### config.mk
export PLATFORM = sky130hd
export DESIGN_NAME = cspd_pascal_fill
export DESIGN_NICKNAME = d
export VERILOG_FILES = /design/src/sv/cspd_pkg.sv /design/src/sv/cspd_pascal_fill.sv
export SDC_FILE = /design/constraint.sdc
export NUM_CORES = 2
export LEC_CHECK = 0
export BUFFER_PORTS_ARGS = -buffer_cell sky130_fd_sc_hd__buf_2
export CORE_ASPECT_RATIO = 0.6
export CORE_MARGIN = 5
export CORE_UTILIZATION = 40
export CTS_CLUSTER_SIZE = 10
export DETAILED_ROUTE_END_ITERATION = 12
export PLACE_DENSITY_LB_ADDON = 0.3
export SKIP_LAST_GASP = 1
export SLEW_MARGIN = 20
export SYNTH_ARGS = -nofsm -noshare
export SYNTH_HDL_FRONTEND = slang
export SYNTH_SLANG_ARGS = --single-unit
### constraint.sdc
create_clock -name clk -period 25.8 [get_ports clk]
set_clock_uncertainty 0.2 [all_clocks]
set_input_delay 2.58 -clock clk [delete_from_list [all_inputs] [get_ports clk]]
set_output_delay 2.58 -clock clk [all_outputs]
set_load 0.1 [all_outputs]
### src/sv/cspd_pkg.sv
`timescale 1ns / 1ps
// shared constants for the distinct-powers counter
// no dependencies
package cspd_pkg;

  localparam int VALUE_BITS_DEFAULT = 31;
  localparam int BINOM_W            = 32;
  localparam int K_BITS             = 5;
  localparam int ROM_COLS           = 32;
  localparam int BASE_W             = 4;
  localparam int COUNT_W            = 32;
  localparam int APB_DATA_W         = 32;
  localparam int APB_ADDR_W         = 3;

  localparam logic [BASE_W-1:0] BASE_RESET = 4'd2;
  localparam logic [BASE_W-1:0] BASE_MIN   = 4'd2;
  localparam logic [K_BITS-1:0] ONES_RESET = 5'd1;

  // register index, taken from paddr[2]
  localparam logic REG_NUMBER_BASE = 1'b0;
  localparam logic REG_ONES_WANTED = 1'b1;

endpackage

### src/sv/cspd_pascal_fill.sv
`timescale 1ns / 1ps
// after reset builds the pascal triangle row by row and writes it into the binomial ram
// depends on cspd_pkg
module cspd_pascal_fill
  import cspd_pkg::*;
#(
  parameter int VALUE_BITS = VALUE_BITS_DEFAULT
) (
  input  logic                                     clk,
  input  logic                                     rst,
  output logic                                     we,
  output logic [$clog2(VALUE_BITS)+K_BITS-1:0]     waddr,
  output logic [BINOM_W-1:0]                       wdata,
  output logic                                     filling
);

  localparam int RB = $clog2(VALUE_BITS);

  logic [BINOM_W-1:0] row_val [ROM_COLS];
  logic [RB-1:0]      row;
  logic [K_BITS-1:0]  col;

  assign we    = filling;
  assign waddr = {row, col};
  assign wdata = row_val[col];

  always_ff @(posedge clk) begin
    if (rst) begin
      filling <= 1'b1;
      row     <= '0;
      col     <= '0;
      for (int j = 0; j < ROM_COLS; j++) begin
        row_val[j] <= (j == 0) ? BINOM_W'(1) : '0;
      end
    end else if (filling) begin
      col <= col + 1'b1;
      if (col == K_BITS'(ROM_COLS - 1)) begin
        for (int j = 1; j < ROM_COLS; j++) begin
          row_val[j] <= row_val[j] + row_val[j-1];
        end
        if (row == RB'(VALUE_BITS - 1)) begin
          filling <= 1'b0;
        end else begin
          row <= row + 1'b1;
        end
      end
    end
  end

endmodule

==> reports/results.tsv <==
metric	value	unit
die_area	238000	um2
grt.overflow.total	0	
cts.clk_slew.worst_paths	0.06	ns
syn2layout_area_growth	7.12	%
cts_buffers	114	
synth_fa_ha_area_share	13.5	%
cts_resized	0	
avgSynthCellArea	9.70	um2
pin_count	46	
drcViolationCount	0	
post_synth_mux_area_share	9.05	%
grt_pass1_wl	484	mm
hpwl	265	mm
cp_common_cell	buf_4	
ys_ff_latch	1008	
crit_fanout	50	
grt_pass1_vias	68698	
synth-xor-area-share	6.76	%
antenna_found_initial	7	
hold_viol	0	
finalSetupTns	0	ns
cts_setup_buffers	0	
critPathRequiredTime	23.02	ns
synthSimpleGateAreaFrac	15.0	%
start_util	40.3	%
yosys_warnings	0	
wire_per_inst	27.5	um
fill_cells	21510	
slew_headroom	7.06	%
synth_compound_area_share	20.4	%
grtUsageTotal	27.0	%
end_kind	output port	
cts_root_buf	clkbuf_16	
dp.cells	12169	
hold_buffers	0	
row_count	135	
cts_tree	built	
path_cells	buf_4, buf_4, buf_4, mux4_2, mux4_2, mux2_2, buf_2	
fin_util	43.2	%
die_w	626	um
layout_common_cells	nor2_1, edfxtp_1, ha_1	
hold_path_class	reg -> reg	
post-route-period-util	33.6	%
final_cells	12333	
grt_setup_unrepaired	no	
synth_nets	10361	
setup_viol	0	
leakagePower	41.2	nW
drive_gt1_share	7.74	%
die_height	380	um
ys_seq_area_share	33.0	%
drv_cap	0	
synthDistinctLibCells	91	
core	226000	um2
holdWs	0.352	ns
final_antenna_net_count	0	
synth_area	91100	um2
period_needed	8.66	ns
criticalPathCategory	reg -> out	
cpMaxStageDelayCell	dfxtp_4	
clk_latency	0.77	ns
dr.pass1.iters	9	
startpoint_type	flip-flop	
slowest_delay	0.96	ns
num_vias	79566	
cts_buffer_depth	3	
pre_cts_slack	17.74	ns
place_congestion	1.05	
grt_max_degree	200	
arrival	5.88	ns
vias_per_cell	6.45	
nets	10238	
p_per_area	92.0	nW/um2
layout_commonest_cell	nor2_1	
synth_edf_count	992	
postSynth.asyncResetShare	0	%
cts_sinks	1008	
fin_ws	17.14	ns
synthCells	9394	
htree_levels	3	
ir_drop	0.0751	mV
synth_ff_type	edfxtp_1	
io_buffer_count	45	
wl	339	mm
fmax	115	MHz
tightest_slew	1.39	ns
synth_top_family_by_area	compound AO/OA/AOI/OAI gates	
drt_iter0_drc	12174	
maxSlewViolCount	0	
status	completed	
[state kept, by name, summed over array words and instances, names as in the netlist, named ones only]
signal,cells
col,5
filling,1
row,5
row_val,992
[power breakdown]
part | internal (mW) | leakage [nW] | switching (mW)
Clock | 0.803 | 1.51 | 0.749
Sequential | 2.22 | 10.3 | 0.440
Combinational | 1.88 | 29.3 | 2.89
[metal layers]
| metal | GRT usage (%) | share of wire [%] |
|---|---|---|
| met5 | 0 | 0.0038 |
| met4 | 4.54 | 1.8 |
| met3 | 12.9 | 17 |
| met2 | 28.2 | 32 |
| met1 | 46.1 | 49 |
[layout make-up]
type                       instances  area (um2)  share of cell area [%]
antenna                            3        7.51                 0.00769
clock buffer                     146        3000                    3.08
clock inverter                    15         110                   0.113
inverter                         210         788                   0.808
multi-input combinational       7825       59000                    60.4
sequential                      1008       30100                    30.9
tap                             3014        3770                    3.86
timing repair buffer             112         805                   0.824
[Yosys cell counts (110+ instances only)]
cell,instances,area [um2]
xnor2_1,371,3250
nor2b_1,157,982
a21oi_1,803,4020
nor2_1,1166,4380
nand3_1,198,991
a211oi_1,110,826
o21bai_1,148,1110
o21ai_0,418,2090
nor3_1,223,1120
xor2_1,332,2910
inv_1,210,788
and3_1,120,751
nand2_1,489,1840
mux4_2,288,6490
edfxtp_1,992,29800
ha_1,935,11700
a21o_1,654,4910
clkbuf_1,309,1160
[through the flow]
| step | area (um2) | power (mW) |
|---|---|---|
| after global routing | 97600 | 9.40 |
| after floorplan | 91100 | 5.87 |
| after global placement | 94400 | 7.09 |
| after CTS | 97500 | 8.78 |
| final | 97600 | 8.98 |
| after detailed placement | 94400 | 7.21 |
[kinds of logic after synthesis]
group | Yosys count
flops | 1008
compound gates | 2817
mux | 451
xor+xnor | 703
buf+inv | 561
fa+ha+maj | 965
simple gates | 2889
[worst max-delay path, delay by kind of cell, from the launching register on]
kind | cells | cell delay [ns]
buf+inv | 4 | 2.51
flops | 1 | 0.96
mux | 3 | 1.44
[worst paths after layout]
check | start | end | slack (ns) | cells after the start
min | col[1] | flip-flop | 0.35 | 2
max reg2reg | row_val[15][0] | row_val[15][30] | 19.59 | 11
min reg2reg | col[1] | flip-flop | 0.35 | 2
max | flip-flop | wdata[30] | 17.14 | 7
(Power assumes the default switching activity.)
