`config.mk`:
```
export PLATFORM = sky130hd
export DESIGN_NAME = cspd_prefix
export DESIGN_NICKNAME = d
export VERILOG_FILES = /design/src/sv/cspd_pkg.sv /design/src/sv/cspd_prefix.sv
export SDC_FILE = /design/constraint.sdc
export NUM_CORES = 1
export LEC_CHECK = 0
export BUFFER_PORTS_ARGS = -buffer_cell sky130_fd_sc_hd__buf_2
export CAP_MARGIN = 20
export CORE_MARGIN = 3
export CORE_UTILIZATION = 59
export CTS_CLUSTER_SIZE = 25
export DETAILED_ROUTE_END_ITERATION = 6
export GPL_TIMING_DRIVEN = 0
export PLACE_DENSITY = 0.78
export RECOVER_POWER = 100
export SETUP_SLACK_MARGIN = 0.5
export SLEW_MARGIN = 10
export SYNTH_ARGS = -nofsm -noshare
export SYNTH_HDL_FRONTEND = slang
export SYNTH_SLANG_ARGS = --single-unit
```
`constraint.sdc`:
```
create_clock -name clk -period 9.75 [get_ports clk]
set_input_delay 1.4625 -clock clk [delete_from_list [all_inputs] [get_ports clk]]
set_output_delay 1.4625 -clock clk [all_outputs]
set_load 0.01 [all_outputs]
```
`src/sv/cspd_pkg.sv`:
```
`timescale 1ns / 1ps
// shared constants for the distinct-powers counter
// no dependencies
package cspd_pkg;

  localparam int VALUE_BITS_DEFAULT = 31;
  localparam int BINOM_W            = 32;
  localparam int K_BITS             = 5;
  localparam int ROM_COLS           = 32;
  localparam int BASE_W             = 4;
  localparam int COUNT_W            = 32;
  localparam int APB_DATA_W         = 32;
  localparam int APB_ADDR_W         = 3;

  localparam logic [BASE_W-1:0] BASE_RESET = 4'd2;
  localparam logic [BASE_W-1:0] BASE_MIN   = 4'd2;
  localparam logic [K_BITS-1:0] ONES_RESET = 5'd1;

  // register index, taken from paddr[2]
  localparam logic REG_NUMBER_BASE = 1'b0;
  localparam logic REG_ONES_WANTED = 1'b1;

endpackage

```
`src/sv/cspd_prefix.sv`:
```
`timescale 1ns / 1ps
// prefix counter: walks base digits of one bound with a shared multiplier, adds binomials
// depends on cspd_pkg, reads the binomial ram through rom_addr / rom_data
module cspd_prefix
  import cspd_pkg::*;
#(
  parameter int VALUE_BITS = VALUE_BITS_DEFAULT
) (
  input  logic                                 clk,
  input  logic                                 rst,
  input  logic                                 go,
  input  logic [VALUE_BITS-1:0]                bound,
  input  logic [BASE_W-1:0]                    base,
  input  logic [K_BITS-1:0]                    ones_wanted,
  output logic [$clog2(VALUE_BITS)+K_BITS-1:0] rom_addr,
  input  logic [BINOM_W-1:0]                   rom_data,
  output logic                                 done,
  output logic [COUNT_W-1:0]                   count
);

  localparam int WW = VALUE_BITS + BASE_W;
  localparam int PB = $clog2(VALUE_BITS + 1);
  localparam int RB = $clog2(VALUE_BITS);

  localparam logic [2:0] P_IDLE = 3'd0;
  localparam logic [2:0] P_UP   = 3'd1;
  localparam logic [2:0] P_DIG  = 3'd2;
  localparam logic [2:0] P_ACC1 = 3'd3;
  localparam logic [2:0] P_ACC2 = 3'd4;
  localparam logic [2:0] P_FIN  = 3'd5;
  localparam logic [2:0] P_RET  = 3'd6;

  logic [2:0]            state;
  logic [VALUE_BITS-1:0] bnd;
  logic [WW-1:0]         weight;
  logic [WW-1:0]         topw;
  logic [WW-1:0]         rest;
  logic [PB-1:0]         pos;
  logic [K_BITS-1:0]     left;
  logic [COUNT_W-1:0]    total;
  logic                  big;

  logic [WW-1:0]         mul_a;
  logic [WW+BASE_W-1:0]  prod;
  logic [WW-1:0]         mul_next;
  logic                  lt1;
  logic                  lt2;
  logic [RB-1:0]         row;

  // shared multiplier: operand times base
  always_comb begin
    unique case (state)
      P_UP:    mul_a = weight;
      P_ACC1:  mul_a = rest - topw;
      default: mul_a = rest;
    endcase
  end

  assign prod     = {{BASE_W{1'b0}}, mul_a} * {{WW{1'b0}}, base};
  assign mul_next = prod[WW-1:0];
  assign lt1      = rest < topw;
  assign lt2      = {1'b0, rest} < {topw, 1'b0};
  assign row      = pos[RB-1:0];
  assign rom_addr = (state == P_ACC1) ? {row, left - 1'b1} : {row, left};
  assign done     = (state == P_RET);
  assign count    = total;

  always_ff @(posedge clk) begin
    if (rst) begin
      state <= P_IDLE;
    end else begin
      unique case (state)
        P_IDLE: begin
          if (go) begin
            bnd    <= bound;
            weight <= WW'(1);
            rest   <= {{BASE_W{1'b0}}, bound};
            pos    <= '0;
            left   <= ones_wanted;
            total  <= '0;
            state  <= P_UP;
          end
        end
        P_UP: begin
          if (weight <= {{BASE_W{1'b0}}, bnd}) begin
            topw   <= weight;
            weight <= mul_next;
            pos    <= pos + 1'b1;
          end else if (pos == '0) begin
            state <= P_FIN;
          end else begin
            pos   <= pos - 1'b1;
            state <= P_DIG;
          end
        end
        P_DIG: begin
          if (lt1) begin
            rest <= mul_next;
            if (pos == '0) begin
              state <= P_FIN;
            end else begin
              pos <= pos - 1'b1;
            end
          end else begin
            big   <= !lt2;
            state <= P_ACC1;
          end
        end
        P_ACC1: begin
          total <= total + rom_data;
          if (big) begin
            state <= (left != '0) ? P_ACC2 : P_RET;
          end else if (left == '0) begin
            state <= P_RET;
          end else begin
            left <= left - 1'b1;
            rest <= mul_next;
            if (pos == '0) begin
              state <= P_FIN;
            end else begin
              pos   <= pos - 1'b1;
              state <= P_DIG;
            end
          end
        end
        P_ACC2: begin
          total <= total + rom_data;
          state <= P_RET;
        end
        P_FIN: begin
          if (left == '0) begin
            total <= total + 1'b1;
          end
          state <= P_RET;
        end
        P_RET: begin
          state <= P_IDLE;
        end
        default: begin
          state <= P_IDLE;
        end
      endcase
    end
  end

endmodule

```
==> results of run 1 <==
==> sequential cells by signal (all words and copies together) (netlist names) <==
| signal | cells |
|---|---|
| weight | 35 |
| state | 3 |
| big | 1 |
| count | 32 |
| topw | 35 |
| left | 5 |
| bnd | 31 |
| rest | 35 |
| pos | 5 |
==> power groups by stage <==
| stage | Combinational (µW) | Sequential, µW | Clock [µW] |
|---|---|---|---|
| after floorplan | 2280 | 1180 | 0 |
| after global placement | 2990 | 1220 | 0 |
| after detailed placement | 3100 | 1200 | 0 |
| after CTS | 3140 | 1180 | 732 |
| after global routing | 3510 | 1200 | 760 |
| final | 3160 | 1190 | 733 |
==> layout make-up <==
cell class / count / share of cell area
buffer: 56 / 0.0119
clock buffer: 17 / 0.0235
multi-input combinational: 1331 / 0.554
sequential: 182 / 0.300
inverter: 210 / 0.0436
tap: 372 / 0.0257
clock inverter: 15 / 0.00913
timing repair buffer: 132 / 0.0313
==> metal layers <==
layer,up-vias,GRT usage
li1,6508,-
met5,-,0
met3,120,0.0575
met4,0,0.111
met1,6605,0.400
met2,665,0.478
==> layout by cell type, fill, tap and decap left out, drive strengths merged, types with 5 or more instances in the layout <==
cell,n
and2,115
o31ai,7
a22oi,15
and3,8
nor3b,6
o21ai,110
nand2,141
or2,6
fa,65
nand3,19
nor3,20
edfxtp,179
o21bai,28
nor2b,34
a211oi,15
o21a,20
o211ai,6
buf,60
nor2,134
clkbuf,145
nand4,24
xor2,35
mux2i,12
xnor2,57
a211o,5
nand2b,17
a21oi,101
a221oi,5
a31oi,13
ha,168
a21boi,6
a21o,74
or3,8
inv,217
==> cells by family (layout without fill, tap and decap cells) <==
kind of cell / after synthesis / count (layout) / synth area share
AND/OR/NAND/NOR: 546 / 546 / 0.165
AO/OA/AOI/OAI: 442 / 442 / 0.176
buffers and inverters: 266 / 430 / 0.0609
XOR/XNOR: 94 / 94 / 0.0516
flip-flops: 182 / 182 / 0.330
multiplexers: 16 / 16 / 0.0100
adder cells (fa/ha/maj): 233 / 233 / 0.206
==> stage by stage <==
stage          TNS, ns  total power (µW)
6_report             0              5090
4_1_cts              0              5050
5_1_grt              0              5470
3_5_place_dp         0              4310
2_1_floorplan        0              3460
3_3_place_gp   -113.42              4210
==> final timing paths <==
check	to	start	slack, ns
max	rest[34]	rest[0]	0.95
min	topw[0]	weight[0]	0.46
min reg2reg	topw[0]	weight[0]	0.46
max reg2reg	rest[34]	rest[0]	0.95
==> impl_results.md, run 1 <==
- WL met1: 18,800 µm
- Hold path depth: 0
- H-tree depth: 4
- Routed len/inst: 19.4 µm
- Initial Util: 0.606
- Post-synthesis sequential area ratio: 0.330
- Crit path max-delay family: compound AO/OA/AOI/OAI gates
- FP Rows: 60
- CP max FO: 6
- Setup slack after layout: 0.949 ns
- Fin. max-slew vios: 11
- Outcome: complete, but fails checks
- Slew @ Worst Pin: 1.56 ns
- Top_reg_cell synth: edfxtp_1
- Int Pwr: 2660 µW
- DRT iter0 DRCs: 1,402
- Most common cell in the synthesized netlist: inv_1
- Dpl hpwl: 35,400 µm
- Final core utilization: 0.666
- Die X-Extent: 173 µm
- Largest net degree at the start of global routing: 19
- CTS buffer count: 17
- Worst hold path class: flop to flop
- Worst Path Required: 9.92 ns
- Antenna violations before repair: 0
- Die H: 173 µm
- Sinks on Clock Net: 182
- Netlist cell types: 77
- Synth Cell Area: 16,500 µm²
- Slew HR: -0.0460
- Failing checks: capacitance limit, slew limit
- Setup-failing EPs final: 0
- Cells after Synth: 1,779
- # diodes: 0
- GPL Wtd Cong: 0.996
- Part of the power in registers: 0.234
- Critical path depth: 30
- FMAX: 0.114 GHz
- TritonRoute pass-1 iters: 5
- Arrival time at the worst endpoint: 8.97 ns
- Fillers: 2,229
- Vias: 13,898
- Num ports: 118
- Post_cts resized: 0
- Setup bufs post-CTS: 0
- Switching pwr: 2420 µW
- CTS tree: built
- Net Count, Synth: 2,087
- Total gr overflow: 0
- Post-route ant nets: 0
- Clk Latency, worst-skew pair: 0.44 ns
- Crit-path slowest cell: a2111oi_0
- Leading post-synthesis cells by cell area: edfxtp_1 (33%), ha_1 (13%), fa_1 (7.9%)
- Pwr dens: 281 nW/µm²
- Max-cap violations: 1
- PortBufs: 115
- Tot GR Track Use: 0.297
- Synth top cells by count: inv_1 (210), edfxtp_1 (179), ha_1 (168), nand2_1 (141), nor2_1 (134)
- Logic pwr share: 0.621
- Crit path buf inv count: 4
- Clock tree buffer depth: 2
- Die area: 30,000 µm²
- Drt drc: 0
- Clock-pin slew on the worst setup and hold paths: 0.08 ns
- Mean Syn Cell Area: 9.26 µm²
- Multi-input logic area: 10,000 µm²
- Pre-CTS WS: 1.85 ns
- Final Cell Area: 18,100 µm²
- Metal3 WL: 4130 µm
- Final non-filler cell total: 2,315
- Number of flops mapped to enable cells by yosys: 179
- Layout cells sized above 1: 0.0551
- Global-route wire length before repair: 71,000 µm
- Crit start category: flop
- Hold Worst Slack: 0.463 ns
- Post-DP Area: 17,700 µm²
- Element type at the critical path end: flop
- Vias per Instance: 6.00
- Final #Nets: 2,238
- Clk pwr share: 0.144
- DR top layer: met4
- Top-area cell type share of the netlist area: 0.326
- Top cell by count, worst path: inv_1
- Syn. warnings: 0
- Skew final: 0.0157 ns
- FFs w/ async S/R, synth: 0
- Pleak: 0.00811 µW
- Sw frac: 0.477
- Reg area: 5440 µm²
- Total core area: 27,200 µm²
- Area grow syn2layout: 9.76%
- Inst Count DP: 2,283
- CTS root buf: clkbuf_16
- Unrepaired setup endpoints after global routing: false
- Number of global-route vias before repair: 13,540
- Minimum clock period: 8.80 ns
- Yosys top cell by area: edfxtp_1
- Final Hold Violating Endpoints: 0
- Worst Setup Path Type: flop to flop
- Routed WL: 45,000 µm
- Slowest Stage Delay on Critical Path: 1.10 ns
- Number of synthesized register bits: 182
- CTS Hold Bufs: 0
- R2R cell count: 30
- Met2 WL: 20,500 µm
- Period utilization: 0.903
- IR drop worst, VDD: 0.000263 V
No activity file was read; power rests on OpenSTA's default activity.
==> run 2: changes to the inputs <==
--- a/config.mk
+++ b/config.mk
@@ -5,6 +5,7 @@
 export SDC_FILE = /design/constraint.sdc
 export NUM_CORES = 1
 export LEC_CHECK = 0
+export ABC_AREA = 1
 export BUFFER_PORTS_ARGS = -buffer_cell sky130_fd_sc_hd__buf_2
 export CAP_MARGIN = 20
 export CORE_MARGIN = 3
==> impl_results.md, run 2 <==
- FFs w/ async S/R, synth: 0 (unchanged)
- CP max FO: 10 (+4)
- Minimum clock period: 7.71 ns (-1.09 ns)
- Post-route ant nets: 0 (unchanged)
- Metal3 WL: 4520 µm (+9.4%)
- H-tree depth: 4 (unchanged)
- Die area: 30,900 µm² (+2.9%)
- Vias per Instance: 5.67 (-5.6%)
- Leading post-synthesis cells by cell area: edfxtp_1 (32%), ha_1 (12%), nand2_1 (9.4%)
- Element type at the critical path end: flop
- Slew @ Worst Pin: 1.74 ns (+0.181 ns)
- Synth top cells by count: nand2_1 (424), inv_1 (399), nor2_1 (254), a21oi_1 (180), edfxtp_1 (179)
- CTS tree: built
- Reg2Reg Setup Slack: 2.04 ns (+1.09 ns)
- Top flop regs: rest (35), topw (35), weight (35)
- Setup bufs post-CTS: 0 (unchanged)
- Setup-failing EPs final: 0 (unchanged)
- CTS root buf: clkbuf_16
- Number of global-route vias before repair: 15,196 (+12%)
- Top cell by count, worst path: inv_1
- Crit path max-delay family: buffers and inverters
- Most frequent cells in the layout: nand2_1 (427), inv_1 (400), nor2_1 (255)
- CTS Hold Bufs: 0 (unchanged)
- Top-area cell type share of the netlist area: 0.317 (-0.00956)
- Routed len/inst: 17.8 µm (-8.1%)
- Global-route wire length before repair: 77,000 µm (+8.4%)
- Syn. warnings: 0 (unchanged)
- Layout cells sized above 1: 0.0674 (+0.0124)
- Die H: 176 µm (+1.4%)
- Clk Latency, worst-skew pair: 0.45 ns (about the same)
- Most common cell in the synthesized netlist: nand2_1
- FP Rows: 61 (+1.7%)
- DR top layer: met4
- Arrival time at the worst endpoint: 7.89 ns (-1.08 ns)
- Die X-Extent: 176 µm (+1.4%)
- Vias: 15,426 (+11%)
- Dpl hpwl: 39,300 µm (+11%)
- Number of flops mapped to enable cells by yosys: 179 (unchanged)
- Net Count, Synth: 2,494 (+20%)
- Netlist cell types: 59 (-23%)
- Max-cap violations: 2 (+1)
- Worst hold path class: flop to flop
- Crit start category: flop
- Top_reg_cell synth: edfxtp_1
- Post_cts resized: 0 (unchanged)
- # diodes: 0 (unchanged)
- Drt drc: 1 (+1)
- Tot GR Track Use: 0.317 (+0.0203)
- Final total negative setup slack: 0 ns (unchanged)
- Fillers: 2,520 (+13%)
- TritonRoute pass-1 iters: 7 (+2)
- Mean Syn Cell Area: 7.77 µm² (-16%)
- Worst Setup Path Type: flop to flop
- Crit path buf inv count: 7 (+3)
- Slowest Stage Delay on Critical Path: 0.67 ns (-0.43 ns)
- Area grow syn2layout: 8.71%
- Failing checks: DRC, capacitance limit, slew limit
- DRT iter0 DRCs: 1,354 (-3.4%)
- Worst setup startpoint: state[1]
- CTS buffer count: 17 (unchanged)
- Cells after Synth: 2,186 (+23%)
- Num ports: 118 (unchanged)
- Largest net degree at the start of global routing: 21 (+2)
- Skew final: 0.0162 ns (+0.000483 ns)
- Clock tree buffer depth: 2 (unchanged)
- Total core area: 28,100 µm² (+3.4%)
- Fin. max-slew vios: 35 (+24)
- GPL Wtd Cong: 0.940 (-5.6%)
- Met2 WL: 22,400 µm (+9.7%)
- Reg2reg start: state[1]
- Crit-path slowest cell: clkbuf_1
- Initial Util: 0.605 (-0.00194)
- Number of synthesized register bits: 182 (unchanged)
- Post-synthesis sequential area ratio: 0.320 (-0.00967)
- Slew HR: -0.159 (-0.113)
- Worst Path Required: 9.93 ns (about the same)
- Outcome: complete, but fails checks
- WL met1: 20,000 µm (+6.7%)
- Synth Cell Area: 17,000 µm² (+3.0%)
- FMAX: 0.130 GHz (+14%)
- Period utilization: 0.791 (-0.111)
- Unrepaired setup endpoints after global routing: false
- Final #Nets: 2,638 (+18%)
- Hold path start: weight[31]
- Clock-pin slew on the worst setup and hold paths: 0.08 ns (about the same)
- Sinks on Clock Net: 182 (unchanged)
- Routed WL: 48,600 µm (+8.0%)
- Final Hold Violating Endpoints: 0 (unchanged)
- PortBufs: 115 (unchanged)
- Antenna violations before repair: 0 (unchanged)
- Commonest non-fill, non-tap cell in the layout: nand2_1
- Yosys top cell by area: edfxtp_1
- Total gr overflow: 0 (unchanged)
==> run 2: changes by cell type after synthesis, moves of 17 or more <==
| cell | delta |
|---|---|
| xnor2_1 | -39 |
| nand2b_1 | -17 |
| nor2b_1 | -34 |
| clkbuf_1 | -19 |
| a21o_1 | -65 |
| a21oi_1 | +80 |
| or2_2 | +26 |
| o21bai_1 | -18 |
| nand2_1 | +283 |
| and2_1 | -111 |
| inv_1 | +189 |
| nand3_1 | +56 |
| nor2_1 | +120 |
==> run 2: path summary, 6_finish.rpt <==
kind,to,cells past startpoint
setup / recovery,weight[33],26
hold / removal,topw[31],0
setup reg to reg,weight[33],26
hold reg to reg,topw[31],0
==> run 2: layout make-up <==
type	instances	area, µm²	share of cell area
multi-input combinational	1551	9750	0.528
sequential	182	5440	0.294
inverter	410	1540	0.0834
timing repair buffer	125	538	0.0291
tap	378	473	0.0256
clock buffer	19	433	0.0235
buffer	43	171	0.00929
clock inverter	13	123	0.00664
==> run 2: cells by family (layout without fill, tap and decap cells) <==
family | count (synthesis) | count (layout) | share of synthesized area
AO/OA/AOI/OAI | 419 | 419 | 0.144
XOR/XNOR | 43 | 43 | 0.0222
adder cells (fa/ha/maj) | 233 | 233 | 0.200
buffers and inverters | 453 | 610 | 0.101
flip-flops | 182 | 182 | 0.320
AND/OR/NAND/NOR | 856 | 856 | 0.212
==> run 2: metal layers <==
layer / global-route usage / vias to the layer above
met2: 0.523 / 716
li1: - / 7456
met1: 0.422 / 7153
met4: 0.106 / 0
met5: 0 / -
met3: 0.0603 / 101
==> run 2: metrics by stage <==
step,setup slack [ns],std cells,utilization,cell area (µm²),hold WS [ns]
CTS,3.47,2721,0.668,18800,0.453
global route,1.54,2721,0.657,18500,0.482
floorplan,4.02,2186,-,17000,0.426
finish,2.04,2721,0.657,18500,0.453
detailed placement,3.38,2689,0.649,18200,0.435
global placement,0.732,2679,0.642,18000,0.434
Power of run 2 is not shown: default switching activity piles up to over one toggle a cycle in this logic, so the estimate is an artifact.
